==> src/rtl/fbpa_pkg.sv <==
// shared types, constants and codes of the fixed block pool allocator
package fbpa_pkg;

    // pool geometry (word size is a power of two)
    localparam int MAX_BLOCKS = 1024;
    localparam int WORD_BYTES = 8;
    localparam int WORD_SH    = $clog2(WORD_BYTES);

    localparam int ADDR_W = 32;
    localparam int BLK_W  = 16;
    localparam int STR_W  = 17;
    localparam int IDX_W  = $clog2(MAX_BLOCKS + 1);
    localparam int Q_W    = (MAX_BLOCKS > 1) ? $clog2(MAX_BLOCKS) : 1;
    localparam int RAM_AW = Q_W;
    localparam int REM_W  = STR_W + Q_W;
    localparam int LIM_W  = STR_W + IDX_W;
    localparam int CNT_W  = $clog2(Q_W + 1);

    localparam logic [IDX_W-1:0] NULL_IDX  = IDX_W'(MAX_BLOCKS);
    localparam logic [IDX_W-1:0] MAX_CNT   = IDX_W'(MAX_BLOCKS);
    localparam logic [STR_W-1:0] WORD_STR  = STR_W'(WORD_BYTES);
    localparam logic [STR_W-1:0] WORD_RND  = STR_W'(WORD_BYTES - 1);
    localparam logic [STR_W-1:0] STR_MASK  = ~STR_W'(WORD_BYTES - 1);

    // operation codes
    localparam logic [1:0] OP_INIT  = 2'd0;
    localparam logic [1:0] OP_ALLOC = 2'd1;
    localparam logic [1:0] OP_FREE  = 2'd2;

    // result status codes
    localparam logic [1:0] ST_OK    = 2'd0;
    localparam logic [1:0] ST_EMPTY = 2'd1;
    localparam logic [1:0] ST_BAD   = 2'd2;

    // configuration register indexes
    localparam logic [1:0] CFG_BASE  = 2'd0;
    localparam logic [1:0] CFG_BLOCK = 2'd1;
    localparam logic [1:0] CFG_POOL  = 2'd2;

    // divider request and response
    typedef struct packed {
        logic             start;
        logic [REM_W-1:0] dividend;
        logic [STR_W-1:0] divisor;
    } div_req_t;

    typedef struct packed {
        logic           done;
        logic [Q_W-1:0] quotient;
        logic           rem_zero;
    } div_rsp_t;

endpackage

==> src/rtl/fbpa_div.sv <==
// restoring divider, one quotient bit per cycle, quotient below 2**Q_W
module fbpa_div (
    input  logic                clk,
    input  logic                rst_n,
    input  fbpa_pkg::div_req_t  req,
    output fbpa_pkg::div_rsp_t  rsp
);

    logic [fbpa_pkg::REM_W-1:0] rem_reg, rem_next;
    logic [fbpa_pkg::REM_W-1:0] sh_reg, sh_next;
    logic [fbpa_pkg::Q_W-1:0]   quo_reg, quo_next;
    logic [fbpa_pkg::CNT_W-1:0] cnt_reg, cnt_next;
    logic                       busy_reg, busy_next;
    logic                       done_reg, done_next;
    logic                       fits;

    always_comb
    begin
        rem_next  = rem_reg;
        sh_next   = sh_reg;
        quo_next  = quo_reg;
        cnt_next  = cnt_reg;
        busy_next = busy_reg;
        done_next = 1'b0;
        fits      = (rem_reg >= sh_reg);
        if (req.start)
        begin
            rem_next  = req.dividend;
            sh_next   = fbpa_pkg::REM_W'(req.divisor) << (fbpa_pkg::Q_W - 1);
            quo_next  = '0;
            cnt_next  = fbpa_pkg::CNT_W'(fbpa_pkg::Q_W - 1);
            busy_next = 1'b1;
        end
        else if (busy_reg)
        begin
            // subtract the shifted divisor where it fits
            if (fits)
            begin
                rem_next = rem_reg - sh_reg;
            end
            quo_next = fbpa_pkg::Q_W'({quo_reg, fits});
            sh_next  = sh_reg >> 1;
            if (cnt_reg == '0)
            begin
                busy_next = 1'b0;
                done_next = 1'b1;
            end
            else
            begin
                cnt_next = cnt_reg - 1'b1;
            end
        end
    end

    always_ff @(posedge clk or negedge rst_n)
    begin
        if (!rst_n)
        begin
            cnt_reg  <= '0;
            busy_reg <= 1'b0;
            done_reg <= 1'b0;
        end
        else
        begin
            cnt_reg  <= cnt_next;
            busy_reg <= busy_next;
            done_reg <= done_next;
        end
    end

    always_ff @(posedge clk)
    begin
        rem_reg <= rem_next;
        sh_reg  <= sh_next;
        quo_reg <= quo_next;
    end

    assign rsp.done     = done_reg;
    assign rsp.quotient = quo_reg;
    assign rsp.rem_zero = (rem_reg == '0);

endmodule
==> config.mk <==
export PLATFORM = sky130hd
export DESIGN_NAME = fbpa_div
export DESIGN_NICKNAME = d
export VERILOG_FILES = /design/src/rtl/fbpa_pkg.sv /design/src/rtl/fbpa_div.sv
export SDC_FILE = /design/constraint.sdc
export NUM_CORES = 1
export LEC_CHECK = 0
export BUFFER_PORTS_ARGS = -buffer_cell sky130_fd_sc_hd__buf_2
export CAP_MARGIN = 10
export CORE_UTILIZATION = 25
export CTS_CLUSTER_SIZE = 10
export DETAILED_ROUTE_END_ITERATION = 6
export HOLD_SLACK_MARGIN = 0.15
export PLACE_DENSITY = 0.4
export SLEW_MARGIN = 5
export SYNTH_ARGS = -nofsm -noshare
export SYNTH_HDL_FRONTEND = slang
export SYNTH_SLANG_ARGS = --single-unit
==> constraint.sdc <==
create_clock -name clk -period 4.52 [get_ports clk]
set_clock_uncertainty 0.2 [all_clocks]
set_input_delay 0.452 -clock clk [delete_from_list [all_inputs] [get_ports clk]]
set_output_delay 0.452 -clock clk [all_outputs]
set_load 0.01 [all_outputs]
==> impl_metrics.toml, run 1 <==
[yosys]
synth_area_per_cell_sq_um = 9.330
ys_async_sr_fraction_pct = 8.696
yosysTopAreaCellShare_pct = 30.52
ys_warn_count = 0
synth_largest_area_cell = "edfxtp_1"
synth-seq-area-share_pct = 42.77
synthTopCellsByArea = "edfxtp_1, dfxtp_1, ha_1, mux2i_1, nand2_1"
yosys_register_bits = 69
synthFlopType = "edfxtp_1"
synth_cell_type_count = 52
synthCells = 464
synth-edff-count = 44
syn_nets = 540
yosys-top-cells-count = "nand2_1, edfxtp_1, nor2_1, o21ai_0, inv_1"
synth_area_sq_mm = 0.004329
post-synth-top-count-cell = "nand2_1"

[setup_path]
critPathLaunch = "rem_reg[4]"
reg2reg_from = "rem_reg[4]"
worstReg2RegEnd = "rem_reg[6]"
crit_fanout = 14
crit_end = "rem_reg[6]"
crit_required_ps = 4360
rrSetupSlack_ps = 1200
crit_path_start_kind = "register"
ff2ff_path_depth = 9
cp.arrival_ps = 3160
critPathKind = "register to register"
crit_path_end_kind = "register"

[timing]
rsz0062_at_grt = "no"
setup_violations = 0
fmax_mhz = 300.9
fin_ws_ps = 1197
period_share_pct = 73.52
hold_viol_final = 0
tightest_slew_ps = 832.2
tns_ps = 0
layout_min_cycle_time_ps = 3323
drv_slew = 0
maxSlewHeadroom_pct = 44.51

[global_route]
grt_antenna_before_repair = 0
grtUsageTotal_pct = 13.28
first_global_vias = 3613
grt_overflow = 0
grt_pass1_wl_mm = 18.36
grt_max_degree = 53

[floorplanning]
die_y_microns = 133.6
fp.dieW_microns = 133.6
rows = 47
num_io_pins = 59
dieArea_sq_mm = 0.01785
core_sq_mm = 0.01676
start_util_pct = 25.83

[clocking]
ctsResizeCount = 0
clk_pin_slew_ps = 60
htreeDepth = 3
clock-root-buffer = "clkbuf_16"
cts_tree = "built"
hold_buffers = 1
clk_latency_ps = 350
clk_path_buf_depth = 2
cts_made_buffers = 9
cts_setup_buffers = 0
cts_sinks = 69

[layout]
seq_area_sq_mm = 0.001852
drive_above_1_share_pct = 17.34
syn_to_final_growth_pct = 18.67
nets = 590
multi_input_area_sq_mm = 0.002255
finalCoreUtilization_pct = 30.65
largest_register_ffs = 27
fill_cells = 1802
diodes = 0

[power]
power_density_mw_per_mm2 = 660.6
ir_drop_v = 0.0002310
p_leak_nw = 2.236
power_mw = 3.394

[placed_design]
pre_cts_slack_ps = 1117
dp_hpwl_mm = 8.297
gp_congestion = 0.8296
port_buffers = 58

[min_path]
hp-class = "input pin to register"

[route]
vias = 3433
wl_met1_mm = 5.657
route.met3.wl_microns = 474
drt-initial-drc-count = 171
drt-pass1-iter-count = 4
routed_via_density = 4.645
route.top_layer_used = "met4"
wire_per_inst_microns = 14.99
antenna_left = 0
wirelength_mm = 11.08
met2_length_mm = 4.801
drc = 0

[outcome]
status = "completed"

[flow_run]
cap_violations = 0
per-stage QoR:
step                area [sq um]  hold slack, ps  instances
finish                      5137           180.0        739
global placement            4830           87.49        722
floorplan                   4329          -43.59        464
detailed placement          4830           88.37        722
CTS                         5137           165.8        739
global route                5137           177.7        739
layer usage:
layer	global-route usage, %	up-vias
met5	0	-
met4	4.356	0
met3	3.577	10
met2	20.57	58
met1	17.83	1589
li1	-	1776
kinds of logic (layout without fill, tap and decap cells):
group,after synthesis,in the layout,share of synthesized area (%)
muxes,22,22,5.144
and+or+nand+nor,144,144,15.29
AOI/OAI and AO/OA,117,117,17.95
adders and majority gates,29,29,8.555
buffers and inverters,58,113,5.231
DFF,69,69,42.77
xor gates and xnor gates,25,25,5.058
report_power, final:
part / switching [mW] / leakage [nW] / internal [mW]
combinational: 0.970 / 1.39 / 0.682
clock: 0.306 / 0.150 / 0.413
sequential: 0.116 / 0.697 / 0.907
total: 1.39 / 2.24 / 2.00
critical path, cell delays in order, from the launching register on:
cell	delay (ps)
edfxtp_1	400
ha_1	400
o211ai_2	120
a21oi_2	150
o211a_4	210
a31o_4	190
a21o_1	180
a21oi_1	120
o21ai_2	660
buf_4	370
cell usage in the layout (no fill, tap or decap), types with 6 or more instances in the layout:
cell type | synthesis | final
buf_2 | 4 | 58
nand2_1 | 53 | 53
edfxtp_1 | 44 | 44
nor2_1 | 39 | 39
o21ai_0 | 38 | 37
inv_1 | 33 | 33
ha_1 | 28 | 28
a21oi_1 | 23 | 23
mux2i_1 | 20 | 20
dfxtp_1 | 19 | 19
xnor2_1 | 14 | 14
nand3_1 | 11 | 11
xor2_1 | 11 | 11
nand4_1 | 10 | 10
clkbuf_16 | 0 | 10
a22o_1 | 9 | 9
nor3_1 | 9 | 9
o31ai_1 | 8 | 8
a21o_1 | 7 | 7
nor4_1 | 7 | 7
dfrtp_1 | 6 | 6
how the worst min path moves through the flow:
stage,start,to,slack [ps],cells after the start
finish,req[9],sh_reg[18],180,3
global route,req[9],sh_reg[18],180,3
CTS,req[9],sh_reg[18],170,3
detailed placement,rst_n,done_reg,90,1
global placement,rst_n,done_reg,90,1
floorplan,rst_n,busy_reg,-40,0
layout make-up:
class / count / area share, %
multi-input combinational: 337 / 43.89
tap: 220 / 5.358
clock buffer: 10 / 4.871
sequential: 69 / 36.04
inverter: 34 / 2.484
timing repair buffer: 63 / 6.430
clock inverter: 6 / 0.9255
Power figures use the tool's default switching activity.
==> run 2: changes to the inputs <==
ABC_AREA = 1   (was default)
clock period = 3.3 ns   (was 4.52 ns; I/O delays follow)
==> run 2 against run 1 <==
  * Synthesized cell count grew 55%
  * Synthesized area grew 13%
  * Clock-buffer cell count grew 1
  * Sequential share of layout area shrank 6.2 points
  * Hold slack lost 15 ps
  * Critical endpoint is now rem_reg[14]
  * Largest power group unchanged
  * Largest cell class unchanged
  * Setup slack lost 700 ps
  * Non-clock buffer count grew 44
==> impl_metrics.toml, run 2 <==
[outcome]
status = "completed"

[setup_path]
crit_required_ps = 3100
crit_path_start_kind = "register"
critPathKind = "register to register"
cpLargestDelayFamily = "simple AND/OR/NAND/NOR gates"
reg2reg_from = "rem_reg[2]"
crit_path_end_kind = "register"
cp_slowest_cell = "ha_1"
critical_path_buf_inv_count = 1
critPathMaxStageDelay_ps = 460
cp_common_cell = "nand2_1"
crit_fanout = 27
crit_chain = "ha_1, nand3_1, nand2_2, nand2_1, nand2_2, nand2_1, nand2_1, nand2_1, nand3_1, nand2_1, nand2_1, buf_4"
critPathLaunch = "rem_reg[2]"
cp.arrival_ps = 2600

[yosys]
synth-edff-count = 44
synth.area.mux_share_pct = 0
yosys_register_bits = 69
post-synth-top-count-cell = "nand2_1"
synth_top_family_by_area = "simple AND/OR/NAND/NOR gates"
synth_area_sq_mm = 0.004876
synth_cell_type_count = 35
synthFlopType = "edfxtp_1"
synthCells = 717
yosysTopAreaCellShare_pct = 27.10
synthSimpleGateAreaFrac_pct = 33.77
synth_xor_area_share_pct = 0.5389
synth_largest_area_cell = "edfxtp_1"
syn_nets = 793
synthTopCellsByArea = "edfxtp_1, nand2_1, inv_1, dfxtp_1, ha_1"
synth-seq-area-share_pct = 37.98
synth-adder-area-share_pct = 7.596
synth-compound-area-share_pct = 7.904
ys_async_sr_fraction_pct = 8.696
yosys-top-cells-count = "nand2_1, inv_1, nand3_1, edfxtp_1, nor2_1"
ys_warn_count = 0
synth_area_per_cell_sq_um = 6.800

[clocking]
ctsResizeCount = 0
cts_setup_buffers = 0
cts_made_buffers = 9
cts_tree = "built"
clk_latency_ps = 350
cts_sinks = 69
clk_pin_slew_ps = 60
htreeDepth = 3
hold_buffers = 46
clk_path_buf_depth = 2
clock-root-buffer = "clkbuf_16"

[global_route]
grtUsageTotal_pct = 15.86
grt_max_degree = 48
grt_overflow = 0
grt_pass1_wl_mm = 24.11
first_global_vias = 4663
grt_antenna_before_repair = 0

[placed_design]
placed_cell_area_sq_mm = 0.005444
dp_hpwl_mm = 11.50
port_buffers = 58
gp_congestion = 0.8922

[route]
wire_per_inst_microns = 13.78
antenna_left = 0
wirelength_mm = 14.97
drt-pass1-iter-count = 4
routed_via_density = 4.251
drc = 0
drt-initial-drc-count = 228
vias = 4617

[power]
power_density_mw_per_mm2 = 827.1
p_leak_nw = 3.117
ir_drop_v = 0.0002936

[layout]
layout_commonest_cell = "nand2_1"
fill_cells = 2135
final_cell_mix = "nand2_1, inv_1, buf_2"
nets = 897
diodes = 0
drive_above_1_share_pct = 11.86
largest_register_ffs = 27
stdcell_area_sq_mm = 0.006206
syn_to_final_growth_pct = 27.28

[timing]
maxSlewHeadroom_pct = 23.50
tightest_slew_ps = 1146
setup_violations = 0
fmax_mhz = 356.9
period_share_pct = 84.91
hold_viol_final = 0
layout_min_cycle_time_ps = 2802
tns_ps = 0
drv_slew = 0
rsz0062_at_grt = "no"

[floorplanning]
num_io_pins = 59
start_util_pct = 25.81
die_y_microns = 141.7
core_sq_mm = 0.01889
dieArea_sq_mm = 0.02007
fp.dieW_microns = 141.7
rows = 50

[min_path]
hold_path.startpoint = "req[44]"
hp-class = "input pin to register"

[flow_run]
cap_violations = 0
==> run 2: cell count changes after synthesis, moves of 11 or more <==
| cell | change |
|---|---|
| inv_1 | +104 |
| xnor2_1 | -12 |
| nand2_1 | +210 |
| o21ai_0 | -11 |
| o22ai_1 | +15 |
| clkbuf_1 | -12 |
| mux2i_1 | -20 |
| nand3_1 | +37 |
==> run 2: worst reg2reg max path: stages, from the launching register on <==
cell	delay [ps]
edfxtp_1	400
ha_1	460
nand3_1	130
nand2_2	140
nand2_1	80
nand2_2	110
nand2_1	60
nand2_1	130
nand2_1	80
nand3_1	130
nand2_1	70
nand2_1	60
buf_4	390
==> run 2: power by group <==
group	internal (mW)	total, mW	switching [mW]
Sequential	1.22	1.37	0.147
Clock	0.580	0.979	0.399
Combinational	0.938	2.78	1.84
==> run 2: path summary, 6_finish.rpt <==
kind | depth (start not counted) | end | slack (ps)
min in group asynchronous | 3 | cnt_reg[0] | 710
worst min register to register | 2 | quo_reg[9] | 260
worst max register to register | 12 | rem_reg[14] | 500
worst min-delay path | 3 | cnt_reg[0] | 160
worst max-delay path | 12 | rem_reg[14] | 500
max in group asynchronous | 3 | cnt_reg[3] | 1970
==> run 2: layout make-up <==
| cell class | count | area (sq um) | area share [%] |
|---|---|---|---|
| multi-input cells | 494 | 2429 | 39.13 |
| flip-flops and latches | 69 | 1852 | 29.84 |
| repair buffers | 107 | 773.2 | 12.46 |
| inverters | 140 | 525.5 | 8.468 |
| well taps | 260 | 325.3 | 5.242 |
| clock buffers | 11 | 264.0 | 4.254 |
| clock inverters | 5 | 37.54 | 0.6048 |
==> run 2: stage by stage <==
step	util, %	setup WS (ps)	total power [mW]	cells	hold slack, ps
after floorplan	-	711.0	3.353	717	-165.6
after global placement	28.81	492.4	4.128	1024	-42.48
after detailed placement	28.81	501.1	4.122	1024	-40.61
after CTS	32.85	469.9	5.173	1086	151.8
after global routing	32.85	253.7	5.644	1086	221.3
final	32.85	498.0	5.133	1086	164.6
==> run 2: metal layers <==
metal  global-route usage, %  part of all wire, %  vias to the layer above
met4                   4.584                 0.71                        0
met3                   2.565                  2.7                        6
met1                   21.64                   52                     2070
met2                   25.72                   44                       72
met5                       0                    0                        -
li1                        -                    -                     2469
==> run 2: logic make-up after synthesis <==
family | after synthesis
flops | 69
simple gates | 393
fa+ha+maj | 29
compound gates | 69
buf+inv | 154
xor+xnor | 3
==> run 3: changes to the inputs <==
clock period = 2.7 ns   (was 3.3 ns; I/O delays follow)
==> run 3 against run 2 <==
  * Fmax rose by 11%
  * Flip-flop and latch count did not move
  * Via count rose by 0.61%
  * Largest cell class unchanged
  * Wire length fell by 1.1%
  * Clock power rose by 16%
  * Combinational power rose by 27%
  * Clock-buffer cell count fell by 2
==> impl_metrics.toml, run 3 (synthesis results as in run 2) <==
[outcome]
status = "completed"

[timing]
drv_slew = 0
tightest_slew_ps = 667.1
fin_ws_ps = 179.6
layout_min_cycle_time_ps = 2520
maxSlewHeadroom_pct = 55.12
tns_ps = 0
fmax_mhz = 396.8
setup_violations = 0
period_share_pct = 93.35
hold_viol_final = 0

[route]
drt-initial-drc-count = 230
antenna_left = 0
routed_via_density = 4.250
wire_per_inst_microns = 13.55
drt-pass1-iter-count = 5
drc = 0
vias = 4645
wirelength_mm = 14.81

[clocking]
cts_setup_buffers = 0
cts_tree = "built"
cts_sinks = 69
clock-root-buffer = "clkbuf_16"
clk_pin_slew_ps = 60
clk_path_buf_depth = 2
htreeDepth = 3
clk_latency_ps = 350
cts_made_buffers = 9

[setup_path]
cpLargestDelayFamily = "simple AND/OR/NAND/NOR gates"
crit_chain = "ha_1, nand2_1, nor2_1, inv_1, nor3_1, nand2_1, nand3_1, nand2_1, nand2_2, clkbuf_16"
critPathLaunch = "rem_reg[18]"
crit_path_start_kind = "register"
crit_fanout = 13
cp.arrival_ps = 2380
cp_common_cell = "nand2_1"
crit_required_ps = 2560
crit_path_end_kind = "register"
reg2reg_from = "rem_reg[18]"
critPathMaxStageDelay_ps = 390
critical_path_buf_inv_count = 2
ff2ff_path_depth = 10
critPathKind = "register to register"
cp_slowest_cell = "edfxtp_1"
path_depth = 10

[power]
p_leak_nw = 3.161
power_density_mw_per_mm2 = 1004
ir_drop_v = 0.0003429

[layout]
stdcell_area_sq_mm = 0.006324
drive_above_1_share_pct = 13.57
nets = 904
syn_to_final_growth_pct = 29.69
final_cell_mix = "nand2_1, inv_1, buf_2"
finalCoreUtilization_pct = 33.47
diodes = 0
layout_commonest_cell = "nand2_1"
largest_register_ffs = 27

[floorplanning]
die_y_microns = 141.7
fp.dieW_microns = 141.7
rows = 50
num_io_pins = 59
core_sq_mm = 0.01889
start_util_pct = 25.81
dieArea_sq_mm = 0.02007

[placed_design]
port_buffers = 58
placed_cell_area_sq_mm = 0.005494
pre_cts_slack_ps = 67.88
gp_congestion = 0.8783
dp_hpwl_mm = 11.36

[min_path]
hold_path.startpoint = "sh_reg[0]"
holdPathStages = 2
hp-class = "register to register"

[global_route]
grt_pass1_wl_mm = 24.09
grt_antenna_before_repair = 0
grtUsageTotal_pct = 15.80
first_global_vias = 4629
grt_overflow = 0
grt_max_degree = 29

[flow_run]
cap_violations = 0
[run 3: cell count changes in the layout (fill, tap and decap cells not counted), sizes merged]
cell / change
clkinv: -1
inv: +4
clkbuf: -1
buf: +5
clkinvlp: -1
dlygate4sd3: +1
[run 3: final cells by class]
| type | count | area, sq um |
|---|---|---|
| clock buffers | 9 | 225.2 |
| clock inverters | 7 | 53.80 |
| fillers | 2161 | 12570 |
| inverters | 140 | 525.5 |
| multi-input cells | 494 | 2484 |
| flip-flops and latches | 69 | 1852 |
| well taps | 260 | 325.3 |
| repair buffers | 114 | 858.3 |
[run 3: worst min-delay path: stages, from the launching register on]
cell and delay, ps:
dfxtp_1 330, nand2_1 50, o21ai_0 60
[run 3: final timing paths]
kind	endpoint	slack, ps
setup reg to reg	rem_reg[22]	180
min in group asynchronous	cnt_reg[1]	650
setup / recovery	rem_reg[22]	180
hold reg to reg	sh_reg[0]	270
hold / removal	sh_reg[0]	270
max in group asynchronous	cnt_reg[2]	1440
[run 3: layer usage]
metal | vias to the layer above | GRT usage [%] | share of wire, %
met1 | 2075 | 21.68 | 51
met5 | - | 0 | 0
met2 | 74 | 25.05 | 45
met4 | 0 | 5.263 | 1.4
li1 | 2487 | - | -
met3 | 9 | 2.700 | 2.6
[run 3: metrics by stage]
stage | std cells | hold WS [ps] | total power, mW
after global placement | 1029 | -102.0 | 5.086
final | 1093 | 265.4 | 6.348
after CTS | 1092 | 271.6 | 6.300
after floorplan | 717 | -225.6 | 4.098
after detailed placement | 1029 | -94.13 | 5.072
after global routing | 1093 | 287.9 | 7.003
[run 3: power breakdown]
part / switching (mW) / total [mW] / internal [mW]
combinational: 2.29 / 3.54 / 1.25
clock: 0.505 / 1.14 / 0.636
sequential: 0.171 / 1.66 / 1.49
[run 3: repair_timing]
item,in CTS,in global routing
setup endpoints to repair,0,27
resized for setup,0,11
endpoints found under the hold margin,53,0
hold buffers,47,0
